**config.mk**
```make
export PLATFORM = sky130hd
export DESIGN_NAME = backslash_escape_decoder
export DESIGN_NICKNAME = d
export VERILOG_FILES = /design/src/design/escd_pkg.sv /design/src/design/escd_front.sv /design/src/design/escd_queue.sv /design/src/design/escd_back.sv /design/src/design/backslash_escape_decoder.sv
export SDC_FILE = /design/constraint.sdc
export NUM_CORES = 1
export LEC_CHECK = 0
export ABC_AREA = 1
export BUFFER_PORTS_ARGS = -buffer_cell sky130_fd_sc_hd__buf_4
export CAP_MARGIN = 5
export CORE_MARGIN = 10
export CORE_UTILIZATION = 55
export CTS_CLUSTER_SIZE = 25
export DETAILED_ROUTE_END_ITERATION = 10
export PLACE_DENSITY = 0.72
export SLEW_MARGIN = 15
export SYNTH_ARGS = -nofsm -noshare
export SYNTH_HDL_FRONTEND = slang
export SYNTH_SLANG_ARGS = --single-unit
```
**constraint.sdc**
```tcl
create_clock -name clk_i -period 4 [get_ports clk_i]
set_input_delay 0.4 -clock clk_i [delete_from_list [all_inputs] [get_ports clk_i]]
set_output_delay 0.4 -clock clk_i [all_outputs]
set_load 0.01 [all_outputs]
```
**src/design/escd_pkg.sv**
```systemverilog
`timescale 1ns / 1ps
// Shared types, character codes and lookup functions for the backslash escape decoder.
// No dependencies; every other file of the block imports this package.
`default_nettype none

package escd_pkg;

  // Character codes
  localparam logic [7:0] CharBackslash = 8'h5C;
  localparam logic [7:0] CharStop      = 8'h63;  // 'c'
  localparam logic [7:0] CharOctOpen   = 8'h30;  // '0'
  localparam logic [7:0] CharHexOpen   = 8'h78;  // 'x'

  // Digits that end a number at once
  localparam logic [1:0] OctDigitLimit = 2'd3;
  localparam logic [1:0] HexDigitLimit = 2'd2;

  // Run queue between front and back
  localparam int QueueDepth = 4;
  localparam int QueuePtrW  = $clog2(QueueDepth);
  localparam int QueueCntW  = $clog2(QueueDepth + 1);

  // Results one input item can cause
  localparam int MaxResults = 3;
  localparam int ResCntW    = $clog2(MaxResults + 1);
  localparam int ResIdxW    = $clog2(MaxResults);

  typedef enum logic [3:0] {
    ModeText = 4'b0001,
    ModeEsc  = 4'b0010,
    ModeOct  = 4'b0100,
    ModeHex  = 4'b1000
  } parse_mode_e;

  typedef struct packed {
    logic [7:0] in_byte;
    logic       end_of_arg;
    logic       end_of_command;
  } in_item_t;

  typedef struct packed {
    logic [7:0] out_byte;
    logic       is_stop;
    logic       last_of_run;
  } out_item_t;

  // All results caused by one input item; count is 1 to MaxResults
  typedef struct packed {
    logic [ResCntW-1:0]          count;
    logic [MaxResults-1:0][7:0]  bytes;
    logic                        stop;
  } run_t;

  // Parser status seen by the top level
  typedef struct packed {
    parse_mode_e mode;
    logic [1:0]  digit_count;
    logic        stopped;
  } front_status_t;

  typedef struct packed {
    logic       hit;
    logic [7:0] value;
  } esc_lookup_t;

  typedef struct packed {
    logic       ok;
    logic [3:0] value;
  } digit_t;

  function automatic esc_lookup_t esc_lookup(input logic [7:0] b);
    esc_lookup_t r;
    r.hit   = 1'b1;
    r.value = 8'h00;
    case (b)
      8'h61:         r.value = 8'h07;  // a
      8'h62:         r.value = 8'h08;  // b
      8'h65:         r.value = 8'h1B;  // e
      8'h66:         r.value = 8'h0C;  // f
      8'h6E:         r.value = 8'h0A;  // n
      8'h72:         r.value = 8'h0D;  // r
      8'h74:         r.value = 8'h09;  // t
      8'h76:         r.value = 8'h0B;  // v
      CharBackslash: r.value = CharBackslash;
      default:       r.hit   = 1'b0;
    endcase
    return r;
  endfunction

  function automatic digit_t hex_digit(input logic [7:0] b);
    digit_t r;
    r.ok    = 1'b1;
    r.value = 4'd0;
    if (b >= 8'h30 && b <= 8'h39) begin
      r.value = b[3:0];
    end else if ((b >= 8'h61 && b <= 8'h66) || (b >= 8'h41 && b <= 8'h46)) begin
      r.value = b[3:0] + 4'd9;
    end else begin
      r.ok = 1'b0;
    end
    return r;
  endfunction

  function automatic digit_t oct_digit(input logic [7:0] b);
    digit_t r;
    r.ok    = (b >= 8'h30 && b <= 8'h37);
    r.value = {1'b0, b[2:0]};
    return r;
  endfunction

endpackage

`default_nettype wire

```
**src/design/escd_front.sv**
```systemverilog
`timescale 1ns / 1ps
// Front end: holds the escape parser state and turns each input item into one run
// of up to three results. Depends on escd_pkg.
`default_nettype none

module escd_front
  import escd_pkg::*;
(
  input  wire logic          clk_i,
  input  wire logic          rst_ni,
  input  wire logic          accept_i,
  input  wire in_item_t      item_i,
  output run_t               run_o,
  output logic               run_valid_o,
  output front_status_t      status_o
);

  parse_mode_e mode_q, mode_d;
  logic [1:0]  dcnt_q, dcnt_d;
  logic [8:0]  acc_q, acc_d;
  logic        stopped_q, stopped_d;

  logic [MaxResults-1:0][7:0] res_v;
  logic [ResCntW-1:0]         n_v;
  logic                       stop_v;

  always_comb begin
    esc_lookup_t esc;
    digit_t      dig;
    logic        oct;
    logic [7:0]  b;
    b       = item_i.in_byte;
    mode_d  = mode_q;
    dcnt_d  = dcnt_q;
    acc_d   = acc_q;
    stopped_d = stopped_q;
    res_v   = '0;
    n_v     = '0;
    stop_v  = 1'b0;
    esc     = esc_lookup(b);
    oct     = (mode_q == ModeOct);
    dig     = oct ? oct_digit(b) : hex_digit(b);

    if (stopped_q) begin
      // Drop everything until the end of the command
      if (item_i.end_of_command) begin
        mode_d    = ModeText;
        dcnt_d    = '0;
        acc_d     = '0;
        stopped_d = 1'b0;
      end
    end else begin
      case (mode_q)
        ModeEsc: begin
          mode_d = ModeText;
          if (esc.hit) begin
            res_v[n_v[ResIdxW-1:0]] = esc.value;
            n_v = n_v + 1'b1;
          end else if (b == CharStop) begin
            res_v[n_v[ResIdxW-1:0]] = 8'h00;
            n_v       = n_v + 1'b1;
            stop_v    = 1'b1;
            stopped_d = 1'b1;
          end else if (b == CharOctOpen) begin
            dcnt_d = '0;
            acc_d  = '0;
            mode_d = ModeOct;
          end else if (b == CharHexOpen) begin
            dcnt_d = '0;
            acc_d  = '0;
            mode_d = ModeHex;
          end else begin
            // Unknown escape: backslash, then the byte itself
            res_v[n_v[ResIdxW-1:0]] = CharBackslash;
            n_v = n_v + 1'b1;
            res_v[n_v[ResIdxW-1:0]] = b;
            n_v = n_v + 1'b1;
          end
        end
        ModeOct, ModeHex: begin
          if (dig.ok) begin
            acc_d  = oct ? {acc_q[5:0], dig.value[2:0]} : {acc_q[4:0], dig.value};
            dcnt_d = dcnt_q + 2'd1;
            if (dcnt_d == (oct ? OctDigitLimit : HexDigitLimit)) begin
              res_v[n_v[ResIdxW-1:0]] = acc_d[7:0];
              n_v    = n_v + 1'b1;
              mode_d = ModeText;
              dcnt_d = '0;
              acc_d  = '0;
            end
          end else begin
            // Number ended by a non-digit: flush, then treat the byte as text
            if (dcnt_q == 2'd0) begin
              res_v[n_v[ResIdxW-1:0]] = CharBackslash;
              n_v = n_v + 1'b1;
              res_v[n_v[ResIdxW-1:0]] = oct ? CharOctOpen : CharHexOpen;
              n_v = n_v + 1'b1;
            end else begin
              res_v[n_v[ResIdxW-1:0]] = acc_q[7:0];
              n_v = n_v + 1'b1;
            end
            dcnt_d = '0;
            acc_d  = '0;
            if (b == CharBackslash) begin
              mode_d = ModeEsc;
            end else begin
              mode_d = ModeText;
              res_v[n_v[ResIdxW-1:0]] = b;
              n_v = n_v + 1'b1;
            end
          end
        end
        default: begin
          if (b == CharBackslash) begin
            mode_d = ModeEsc;
          end else begin
            mode_d = ModeText;
            res_v[n_v[ResIdxW-1:0]] = b;
            n_v = n_v + 1'b1;
          end
        end
      endcase

      if (stopped_d) begin
        mode_d = ModeText;
        dcnt_d = '0;
        acc_d  = '0;
      end else if (item_i.end_of_arg || item_i.end_of_command) begin
        // Flush whatever is pending at the end of the argument
        if (mode_d == ModeEsc) begin
          res_v[n_v[ResIdxW-1:0]] = CharBackslash;
          n_v = n_v + 1'b1;
        end else if (mode_d == ModeOct || mode_d == ModeHex) begin
          if (dcnt_d == 2'd0) begin
            res_v[n_v[ResIdxW-1:0]] = CharBackslash;
            n_v = n_v + 1'b1;
            res_v[n_v[ResIdxW-1:0]] = (mode_d == ModeOct) ? CharOctOpen : CharHexOpen;
            n_v = n_v + 1'b1;
          end else begin
            res_v[n_v[ResIdxW-1:0]] = acc_d[7:0];
            n_v = n_v + 1'b1;
          end
        end
        mode_d = ModeText;
        dcnt_d = '0;
        acc_d  = '0;
      end
      if (item_i.end_of_command) begin
        stopped_d = 1'b0;
      end
    end
  end

  always_ff @(posedge clk_i or negedge rst_ni) begin
    if (!rst_ni) begin
      mode_q    <= ModeText;
      dcnt_q    <= '0;
      acc_q     <= '0;
      stopped_q <= 1'b0;
    end else if (accept_i) begin
      mode_q    <= mode_d;
      dcnt_q    <= dcnt_d;
      acc_q     <= acc_d;
      stopped_q <= stopped_d;
    end
  end

  assign run_o.count = n_v;
  assign run_o.bytes = res_v;
  assign run_o.stop  = stop_v;
  assign run_valid_o = (n_v != '0);

  assign status_o.mode        = mode_q;
  assign status_o.digit_count = dcnt_q;
  assign status_o.stopped     = stopped_q;

endmodule

`default_nettype wire

```
**src/design/escd_queue.sv**
```systemverilog
`timescale 1ns / 1ps
// Short run queue that decouples the parser from the output sequencer.
// Depends on escd_pkg for run_t and the queue depth.
`default_nettype none

module escd_queue
  import escd_pkg::*;
(
  input  wire logic  clk_i,
  input  wire logic  rst_ni,
  input  wire logic  push_i,
  input  wire run_t  entry_i,
  input  wire logic  pop_i,
  output logic       full_o,
  output logic       valid_o,
  output run_t       head_o
);

  run_t                 mem_q [QueueDepth];
  logic [QueuePtrW-1:0] wr_ptr_q, rd_ptr_q;
  logic [QueueCntW-1:0] cnt_q, cnt_d;

  always_comb begin
    cnt_d = cnt_q;
    if (push_i && !pop_i) begin
      cnt_d = cnt_q + 1'b1;
    end else if (pop_i && !push_i) begin
      cnt_d = cnt_q - 1'b1;
    end
  end

  always_ff @(posedge clk_i or negedge rst_ni) begin
    if (!rst_ni) begin
      wr_ptr_q <= '0;
      rd_ptr_q <= '0;
      cnt_q    <= '0;
    end else begin
      if (push_i) begin
        wr_ptr_q <= wr_ptr_q + 1'b1;
      end
      if (pop_i) begin
        rd_ptr_q <= rd_ptr_q + 1'b1;
      end
      cnt_q <= cnt_d;
    end
  end

  always_ff @(posedge clk_i) begin
    if (push_i) begin
      mem_q[wr_ptr_q] <= entry_i;
    end
  end

  assign full_o  = (cnt_q == QueueCntW'(QueueDepth));
  assign valid_o = (cnt_q != '0);
  assign head_o  = mem_q[rd_ptr_q];

endmodule

`default_nettype wire

```
**src/design/escd_back.sv**
```systemverilog
`timescale 1ns / 1ps
// Back end: steps through the results of the run at the queue head, one per cycle
// unless the output is stalled, into the output register. Depends on escd_pkg.
`default_nettype none

module escd_back
  import escd_pkg::*;
(
  input  wire logic  clk_i,
  input  wire logic  rst_ni,
  input  wire logic  head_valid_i,
  input  wire run_t  head_i,
  output logic       pop_o,
  output logic       out_valid_o,
  input  wire logic  out_stall_i,
  output out_item_t  out_item_o
);

  logic [ResIdxW-1:0] idx_q, idx_d;
  logic               out_valid_q, out_valid_d;
  out_item_t          out_q, out_d;
  logic               load;
  logic               last;

  assign load = head_valid_i && (!out_valid_q || !out_stall_i);
  assign last = (ResCntW'(idx_q) == head_i.count - 1'b1);
  assign pop_o = load && last;

  always_comb begin
    idx_d       = idx_q;
    out_valid_d = out_valid_q;
    out_d       = out_q;
    if (load) begin
      out_d.out_byte    = head_i.bytes[idx_q];
      out_d.is_stop     = head_i.stop;
      out_d.last_of_run = last;
      out_valid_d       = 1'b1;
      idx_d             = last ? '0 : idx_q + 1'b1;
    end else if (!out_stall_i) begin
      out_valid_d = 1'b0;
    end
  end

  always_ff @(posedge clk_i or negedge rst_ni) begin
    if (!rst_ni) begin
      idx_q       <= '0;
      out_valid_q <= 1'b0;
    end else begin
      idx_q       <= idx_d;
      out_valid_q <= out_valid_d;
    end
  end

  always_ff @(posedge clk_i) begin
    out_q <= out_d;
  end

  assign out_valid_o = out_valid_q;
  assign out_item_o  = out_q;

endmodule

`default_nettype wire

```
**src/design/backslash_escape_decoder.sv**
```systemverilog
`timescale 1ns / 1ps
// Top level of the backslash escape decoder: parser front end, run queue, output back end.
// Depends on escd_pkg, escd_front, escd_queue and escd_back.
`default_nettype none

// Streams one raw argument byte per item and returns the decoded bytes. Simple escapes
// (a b e f n r t v and a doubled backslash), octal numbers after a backslash-zero (one
// to three digits, low 8 bits kept) and hex numbers after backslash-x (one or two
// digits) are decoded; anything malformed or unfinished comes out literally. The
// backslash-c escape yields one result with is_stop set, and every later byte is
// dropped until an item with end_of_command. An item causes zero to three results;
// last_of_run marks the final one, and an item causing none produces nothing at the
// output. The parser takes one item per cycle while the queue is not full and posts
// its results as one run into a four-entry queue; the output sequencer drains a run
// at one result per cycle while out_stall_i is low. Input stall rises only when the
// queue is full. Each result passes through the queue and then the output register.

module backslash_escape_decoder
  import escd_pkg::*;
(
  input  wire logic      clk_i,
  input  wire logic      rst_ni,
  input  wire logic      in_valid_i,
  output logic           in_stall_o,
  input  wire in_item_t  in_item_i,
  output logic           out_valid_o,
  input  wire logic      out_stall_i,
  output out_item_t      out_item_o
);

  logic          accept;
  run_t          run;
  logic          run_valid;
  logic          push;
  logic          pop;
  logic          q_full;
  logic          q_valid;
  run_t          q_head;
  front_status_t status;

  // Hold the input off only while the queue cannot take another run
  assign in_stall_o = q_full;
  assign accept     = in_valid_i && !q_full;
  // Drop items that cause no result: nothing reaches the queue
  assign push       = accept && run_valid;

  escd_front u_front (
    .clk_i       (clk_i),
    .rst_ni      (rst_ni),
    .accept_i    (accept),
    .item_i      (in_item_i),
    .run_o       (run),
    .run_valid_o (run_valid),
    .status_o    (status)
  );

  escd_queue u_queue (
    .clk_i   (clk_i),
    .rst_ni  (rst_ni),
    .push_i  (push),
    .entry_i (run),
    .pop_i   (pop),
    .full_o  (q_full),
    .valid_o (q_valid),
    .head_o  (q_head)
  );

  escd_back u_back (
    .clk_i        (clk_i),
    .rst_ni       (rst_ni),
    .head_valid_i (q_valid),
    .head_i       (q_head),
    .pop_o        (pop),
    .out_valid_o  (out_valid_o),
    .out_stall_i  (out_stall_i),
    .out_item_o   (out_item_o)
  );

  // A stop result stands alone: zero byte, and it closes its run
  assert property (@(posedge clk_i) disable iff (!rst_ni)
    out_valid_o && out_item_o.is_stop |-> out_item_o.last_of_run && out_item_o.out_byte == 8'h00)
    else $error("stop result not alone in its run");

  // The end of a command returns the parser to plain text, not stopped
  assert property (@(posedge clk_i) disable iff (!rst_ni)
    accept && in_item_i.end_of_command |=>
      status.mode == ModeText && !status.stopped && status.digit_count == 2'd0)
    else $error("parser state not cleared at end of command");

  // While stopped, no run is queued
  assert property (@(posedge clk_i) disable iff (!rst_ni)
    status.stopped |-> !push)
    else $error("result queued while output is stopped");

  // A run is never taken from an empty queue
  assert property (@(posedge clk_i) disable iff (!rst_ni)
    pop |-> q_valid)
    else $error("run popped from empty queue");

endmodule

`default_nettype wire
```
### After elaboration in Yosys (flattened, before gate mapping)

Memories as Yosys holds them, arrays and structs flattened.
Cells that the tools add are included.

* register bits: 35
* RAM bits: 108
* input bits: 14
* output and inout bits: 12
* logic and storage cells: 219
* memories kept: 1

* add/subtract/negate cells: 11
* magnitude comparators: 14
* eq/ne operators: 23
* mux-type cells: 125
* bitwise gates (word level): 3
* reductions and logical operators: 30

Memory list
* u_queue.mem_q: depth 4, bits a word 27, rd ports 1, clocked after memory_dff 0, wr ports 1, line escd_queue.sv:19 `run_t mem_q [QueueDepth];`

Operators by type and width (count)
* 2-to-1 mux 8 bit: 35
* 2-to-1 mux 24 bit: 7
* == test 8 x 7 -> 1 bit (second input constant): 11
* bitwise mux 24 bit: 3
* one-hot mux 7 bit (9 select lines): 1
* 2-to-1 mux 2 bit: 30
* 2-to-1 mux 4 bit: 13
* demux 8 bit (select 2 bit): 3
* 2-to-1 mux 16 bit: 3
* one-hot mux 8 bit (2 select lines): 3
* 2-to-1 mux 1 bit: 18
* binary-select mux 8 bit (select 2 bit): 1
* greater-or-equal comparator 8 x 7 -> 1 bit (second input constant): 2
* less-or-equal comparator 8 x 6 -> 1 bit (second input constant): 2
* less-or-equal comparator 8 x 7 -> 1 bit (second input constant): 2
* adder 2 x 1 -> 2 bit (second input constant): 7
* 2-to-1 mux 7 bit: 2
* logical AND 1 bit: 13
* bitwise AND 12 bit: 1
* less-than comparator 2 x 3 -> 1 bit (second input constant): 4
* inverter 12 bit: 1
* bitwise OR 12 bit: 1
* OR reduction 9 bit: 1
* == test 4 x 2 -> 1 bit (second input constant): 2
* other kinds (24): 40

### Depth between registers and ports, before layout

* word-level depth: 28
* mapped depth: 31
* depth with buffers taken out: 30

### Hierarchy

A second synthesis with hierarchy kept.

* cell total of the unflattened synthesis: 951
* area total of the unflattened synthesis: 8444.3 µm²

Modules (own cells, without submodules)
* escd_queue: times used 1, cells each 363, area an instance 4738.3 µm², seq. area each 3418.3 µm²
* escd_front: times used 1, cells each 508, area an instance 2996.6 µm², seq. area each 376.6 µm²
* escd_back: times used 1, cells each 75, area an instance 685.7 µm², seq. area each 375.4 µm²
* backslash_escape_decoder: times used 1, cells each 5, area an instance 23.8 µm², seq. area each 0.0 µm²

### Least setup slack after synthesis

Ideal clock, no wire load.

* kind: input-to-reg
* start: input port in_item_i[2] (netlist bit)
* end: register u_queue.cnt_q[1]
* library setup time: 0.125 ns
* arrival time: 3.954 ns
* data required time: 3.875 ns
* setup slack: -0.079 ns
* stages: 29
* buffers on the path: 1
* cells stage by stage: inv_1 > ha_1 > inv_1 > nor2_2 > nand3_4 > inv_1 > buf_2 > ha_1 > inv_1 > nand2_1 > nand2_1 > nand2_1 > nand3_1 > inv_2 > ha_1 > inv_1 > nand2_1 > nor2_2 > nand3_2 > nand2_1 > nor2_2 > nand2_2 > nand2_4 > nand2_4 > inv_1 > ha_1 > inv_1 > fa_1 > mux2_2

* elaborated cells between the ends (all ways): 77
* classes of those cells: add/sub (2); order compare (7); eq/ne (15); mux (39); reduce/logical (14)

RTL lines
* start, declared: line backslash_escape_decoder.sv:25 `input wire in_item_t in_item_i,`
* greater-or-equal comparator 8 x 7 -> 1 bit or less-or-equal comparator 8 x 7 -> 1 bit (tied branches): line escd_pkg.sv:96 `end else if ((b >= 8'h61 && b <= 8'h66) || (b >= 8'h41 && b <= 8'h46)) begin`
* logical AND 1 bit: line escd_pkg.sv:96
* logical OR 1 bit: line escd_pkg.sv:96
* 2-to-1 mux 1 bit: line escd_pkg.sv:96
* 2-to-1 mux 1 bit: line escd_pkg.sv:94 `if (b >= 8'h30 && b <= 8'h39) begin`
* 2-to-1 mux 5 bit: line escd_front.sv:42 `dig = oct ? oct_digit(b) : hex_digit(b);`
* 2-to-1 mux 2 bit: line escd_front.sv:81 `if (dig.ok) begin`
* one-hot mux 2 bit (2 select lines): line escd_front.sv:53 `case (mode_q)`
* (+7 left out)
* 2-to-1 mux 2 bit *: line escd_front.sv:124 `if (stopped_d) begin`
* 2-to-1 mux 2 bit *: line escd_front.sv:44 `if (stopped_q) begin`
* nonzero test 2 bit *: line escd_front.sv:171 `assign run_valid_o = (n_v != '0);`
* logical AND 1 bit *: line backslash_escape_decoder.sv:45 `assign push = accept && run_valid;`
* via push: line backslash_escape_decoder.sv:34 `logic push;`
* logical AND 1 bit *: line escd_queue.sv:25 `if (push_i && !pop_i) begin`
* 2-to-1 mux 3 bit *: line escd_queue.sv:25
* via u_queue.cnt_d[1]: line escd_queue.sv:21 `logic [QueueCntW-1:0] cnt_q, cnt_d;`
* end signal, assigned: line escd_queue.sv:44 `cnt_q <= cnt_d;`
* end, declared: line escd_queue.sv:21

The timed path passes the listed nets; every way through them passes the cells marked *. The select of a mux whose other input is x is not followed.
A chain may end at the register's enable or synchronous reset.

### Worst setup path in the final report

* start: register u_front.mode_q[0]
* end: register u_queue.cnt_q[2]

* cells in the longest elaborated chain, start to end: 20
* elaborated cells between the ends (all ways): 41
* classes of those cells: add/sub (2); eq/ne (7); mux (23); reduce/logical (9)

Ends and longest elaborated chain
* start, declared: line escd_front.sv:18 `parse_mode_e mode_q, mode_d;`
* start signal, assigned: line escd_front.sv:156 `mode_q <= ModeText;`
* start signal, assigned: line escd_front.sv:161 `mode_q <= mode_d;`
* == test 4 x 3 -> 1 bit: line escd_front.sv:41, escd_front.sv:53
* 2-to-1 mux 1 bit: line escd_front.sv:84 `if (dcnt_d == (oct ? OctDigitLimit : HexDigitLimit)) begin`
* == test 2 bit: line escd_front.sv:84
* 2-to-1 mux 1 bit: line escd_front.sv:84
* 2-to-1 mux 2 bit: line escd_front.sv:81
* one-hot mux 2 bit (2 select lines): line escd_front.sv:53
* 2-to-1 mux 2 bit: line escd_front.sv:44
* adder 2 x 1 -> 2 bit: line escd_front.sv:132, escd_front.sv:136, escd_front.sv:141
* (+5 left out)
* 2-to-1 mux 2 bit *: line escd_front.sv:124
* 2-to-1 mux 2 bit *: line escd_front.sv:44
* nonzero test 2 bit *: line escd_front.sv:171
* logical AND 1 bit *: line backslash_escape_decoder.sv:45
* via push: line backslash_escape_decoder.sv:34
* zero test 1 bit: line escd_queue.sv:27 `end else if (pop_i && !push_i) begin`
* logical AND 1 bit: line escd_queue.sv:27
* nonzero test 2 bit (no line)

Marked as above.

==> results_dict.tcl <==
set metrics [dict create \
    nNetsFinal 953 \
    die_height_um 141.5 \
    rsz0062_at_grt "false" \
    multiInputGateArea_sq_um 3413 \
    drtIter0Drc 776 \
    holdWs_ns 0.1699 \
    hold_violations 0 \
    ctsLongestPathBuffers 2 \
    maxCapViolations 0 \
    port-buffer-count 25 \
    cts_tree "done" \
    die-area_sq_um 20020 \
    status "finished clean" \
    ant_nets 0 \
    synthArstFlopShare_pct 17.48 \
    synth-seq-cells 143 \
    grt_overflow 0 \
    fp-row-count 44 \
    register_area_sq_um 4170 \
    insertion_delay_ns 0.42 \
    fin_crit_sh_pct 89.80 \
    ios 26 \
    r2r-end "u_queue.cnt_q[2]" \
    holdPathStages 2 \
    tightest_slew_ns 0.8802 \
    synthCells 875 \
    postCtsSetupRepairBufs 0 \
    grt_pass1_wl_mm 34.78 \
    powerDensity_nw_per_um2 564.1 \
    fmax_mhz 278.4 \
    endpoint_kind "flip-flop" \
    finalMaxSlewViolations 0 \
    start_kind "flip-flop" \
    synth_cell_types 52 \
    p_comb_share_pct 30.3 \
    p_int_w 0.003472 \
    drive_gt1_share_pct 19.89 \
    sequentialPowerShare_pct 40.6 \
    wl_mm 22.35 \
    grt_max_degree 53 \
    fill_cells 1163 \
    dp_hpwl_mm 16.22 \
    wl_per_cell_um 19.97 \
    design_area_sq_um 9274 \
    synth.avg_cell_area_sq_um 9.277 \
    grtUsageTotal_pct 22.21 \
    initial_core_util_pct 56.07 \
    reg2reg_depth 27 \
    place.gp.congestion 1.057 \
    slew-limit-headroom_pct 41.10 \
    area_growth_pct 14.24 \
    n_antenna_cell 0 \
    synth_edf_count 118 \
    cp_max_fo 15 \
    cts_made_buffers 17 \
    worstSetupPathType "flip-flop to flip-flop" \
    worstHoldStart "in_item_i[0]" \
    postPlaceCellArea_sq_um 8690 \
    grt_pass1_vias 6268 \
    finalWorstSetupSlack_ns 0.4080 \
    skew_ns 0.009593 \
    critical_path_arrival_ns 3.88 \
    required_ns 4.29 \
    drcViolationCount 0 \
    dp_slack_ns 0.04731 \
    switchingPower_w 0.001760 \
    die_w_um 141.5 \
    core_area_sq_um 14480 \
    cts_root_buffer "clkbuf_16" \
    fin_tns_setup_ns 0 \
    syn_area_sq_um 8118 \
    setup_viol 0 \
    pwr-share-clk_pct 29.0 \
    ir_drop_mv 0.2548 \
    viasPerCell 5.946 \
    synth.net_count 906 \
    crit_start "u_front.mode_q[0]" \
    ys_seq_area_share_pct 51.37 \
    min_path_type "primary input to flip-flop" \
    postSynth.topFlopCell "edfxtp_1" \
    clock_sinks 143 \
    min_to "u_front.stopped_q" \
    r2r_slack_ns 0.41 \
    period_needed_ns 3.592 \
    htree_levels 4 \
    p_leak_nw 3.659 \
    r2r-start "u_front.mode_q[0]" \
    synth_warnings 0 \
    num_vias 6654 \
    switching_share_pct 33.64 \
    drtPass1Iterations 9 \
    antenna_found_initial 0 \
    path_clk_slew_ns 0.06 \
]
==> per-layer routing <==
metal | GRT usage [%] | part of all wire (%)
met5 | 0 | 0
met4 | 9.575 | 3.4
met3 | 4.873 | 7.4
met2 | 35.45 | 47
met1 | 28.54 | 42
==> cell usage in the layout, fill, tap and decap left out, types with 18 or more instances in the layout <==
cell / count
a21oi_1: 36
buf_4: 53
dfrtp_1: 24
edfxtp_1: 118
inv_1: 85
inv_2: 18
nand2_1: 138
nand3_1: 35
nor2_1: 85
nor2_2: 20
o21ai_0: 100
o22ai_1: 24
==> power groups by stage <==
stage / clock network [W] / logic (W) / registers, W
global placement: 0 / 0.00157 / 0.00214
floorplan: 0 / 0.00104 / 0.00213
finish: 0.00152 / 0.00159 / 0.00213
detailed placement: 0 / 0.00160 / 0.00215
CTS: 0.00153 / 0.00160 / 0.00212
global route: 0.00159 / 0.00178 / 0.00215
==> metrics by stage <==
step | power, W | cells | utilization, %
after floorplan | 0.003175 | 875 | -
after global placement | 0.003708 | 1086 | 60.02
after detailed placement | 0.003749 | 1086 | 60.02
after CTS | 0.005256 | 1119 | 64.03
after global routing | 0.005521 | 1119 | 64.05
final | 0.005232 | 1119 | 64.05
==> synth_stat cells (3+ instances only) <==
cell | count | area [sq um]
o21ai_1 | 8 | 40.04
nand3_2 | 11 | 110.1
ha_1 | 16 | 200.2
inv_1 | 87 | 326.6
nor2_2 | 20 | 125.1
o21ai_0 | 100 | 500.5
a32o_1 | 6 | 60.06
o211ai_1 | 12 | 90.09
a21oi_1 | 36 | 180.2
a31oi_1 | 5 | 31.28
nand4_1 | 6 | 37.54
dfrtp_1 | 24 | 600.6
clkbuf_1 | 21 | 78.83
inv_2 | 16 | 60.06
o221ai_1 | 14 | 122.6
nor3_1 | 10 | 50.05
edfxtp_1 | 118 | 3543
nor2_4 | 7 | 78.83
nand3_1 | 36 | 180.2
nor2_1 | 85 | 319.1
buf_6 | 3 | 33.78
a22oi_1 | 5 | 37.54
o22ai_1 | 24 | 150.1
nand2_1 | 138 | 518.0
nand2_2 | 17 | 106.4
xor2_1 | 6 | 52.55
buf_2 | 4 | 20.02
nand2_4 | 8 | 90.09
==> logic make-up (layout without fill, tap and decap cells) <==
| family | after synthesis | count (layout) | synth area share (%) |
|---|---|---|---|
| and+or+nand+nor | 352 | 352 | 22.29 |
| AOI/OAI and AO/OA | 219 | 219 | 16.03 |
| DFF | 143 | 143 | 51.37 |
| buffers and inverters | 136 | 196 | 6.705 |
| adders and majority gates | 17 | 17 | 2.713 |
| xor gates and xnor gates | 7 | 7 | 0.7553 |
| muxes | 1 | 1 | 0.1387 |
==> sequential cells by signal, summed over array words and instances, names as in the netlist <==
register / cells
u_queue.mem_q: 108
u_queue.wr_ptr_q: 2
u_back.out_item_o: 10
u_queue.rd_ptr_q: 2
u_queue.cnt_q: 3
u_front.mode_q: 4
u_front.acc_q: 8
u_back.out_valid_o: 1
u_back.idx_q: 2
u_front.stopped_q: 1
u_front.dcnt_q: 2
==> critical path, stage by stage (launching register included) <==
cell,delay (ns)
dfstp_2,0.55
nor2_4,0.05
nand2_4,0.18
inv_1,0.11
nand2_1,0.14
nand2_1,0.16
nand2_1,0.09
nand2_1,0.05
nand2_1,0.06
nand3_2,0.10
inv_2,0.08
ha_2,0.19
inv_2,0.04
nand2_1,0.07
nor2_2,0.04
nand3_2,0.05
nand2_1,0.06
nor2_2,0.11
nand2_2,0.08
nand2_4,0.10
nand2_4,0.05
inv_1,0.07
ha_1,0.13
inv_1,0.07
fa_1,0.43
a21oi_1,0.14
o21ai_0,0.11
xor2_1,0.16
==> timing repair <==
item,4_1_cts,5_1_grt
hold endpoints to repair,24,0
setup endpoints to repair,0,1
gates resized for setup,0,2
hold buffers,1,0
==> layout make-up <==
| type | instances | share of cell area (%) |
|---|---|---|
| Sequential cell | 143 | 44.97 |
| Multi-Input combinational cell | 596 | 36.81 |
| Timing Repair Buffer | 58 | 5.262 |
| Clock buffer | 20 | 4.709 |
| Inverter | 106 | 4.317 |
| Tap cell | 184 | 2.482 |
| Clock inverter | 12 | 1.457 |
==> how the worst max path moves through the flow <==
stage                                   to
after floorplan           u_queue.cnt_q[1]
after global placement    u_queue.cnt_q[2]
after detailed placement  u_queue.cnt_q[2]
after CTS                 u_queue.cnt_q[2]
after global routing      u_queue.cnt_q[2]
final                     u_queue.cnt_q[2]
Note: power is estimated with default switching activity, not from simulation.
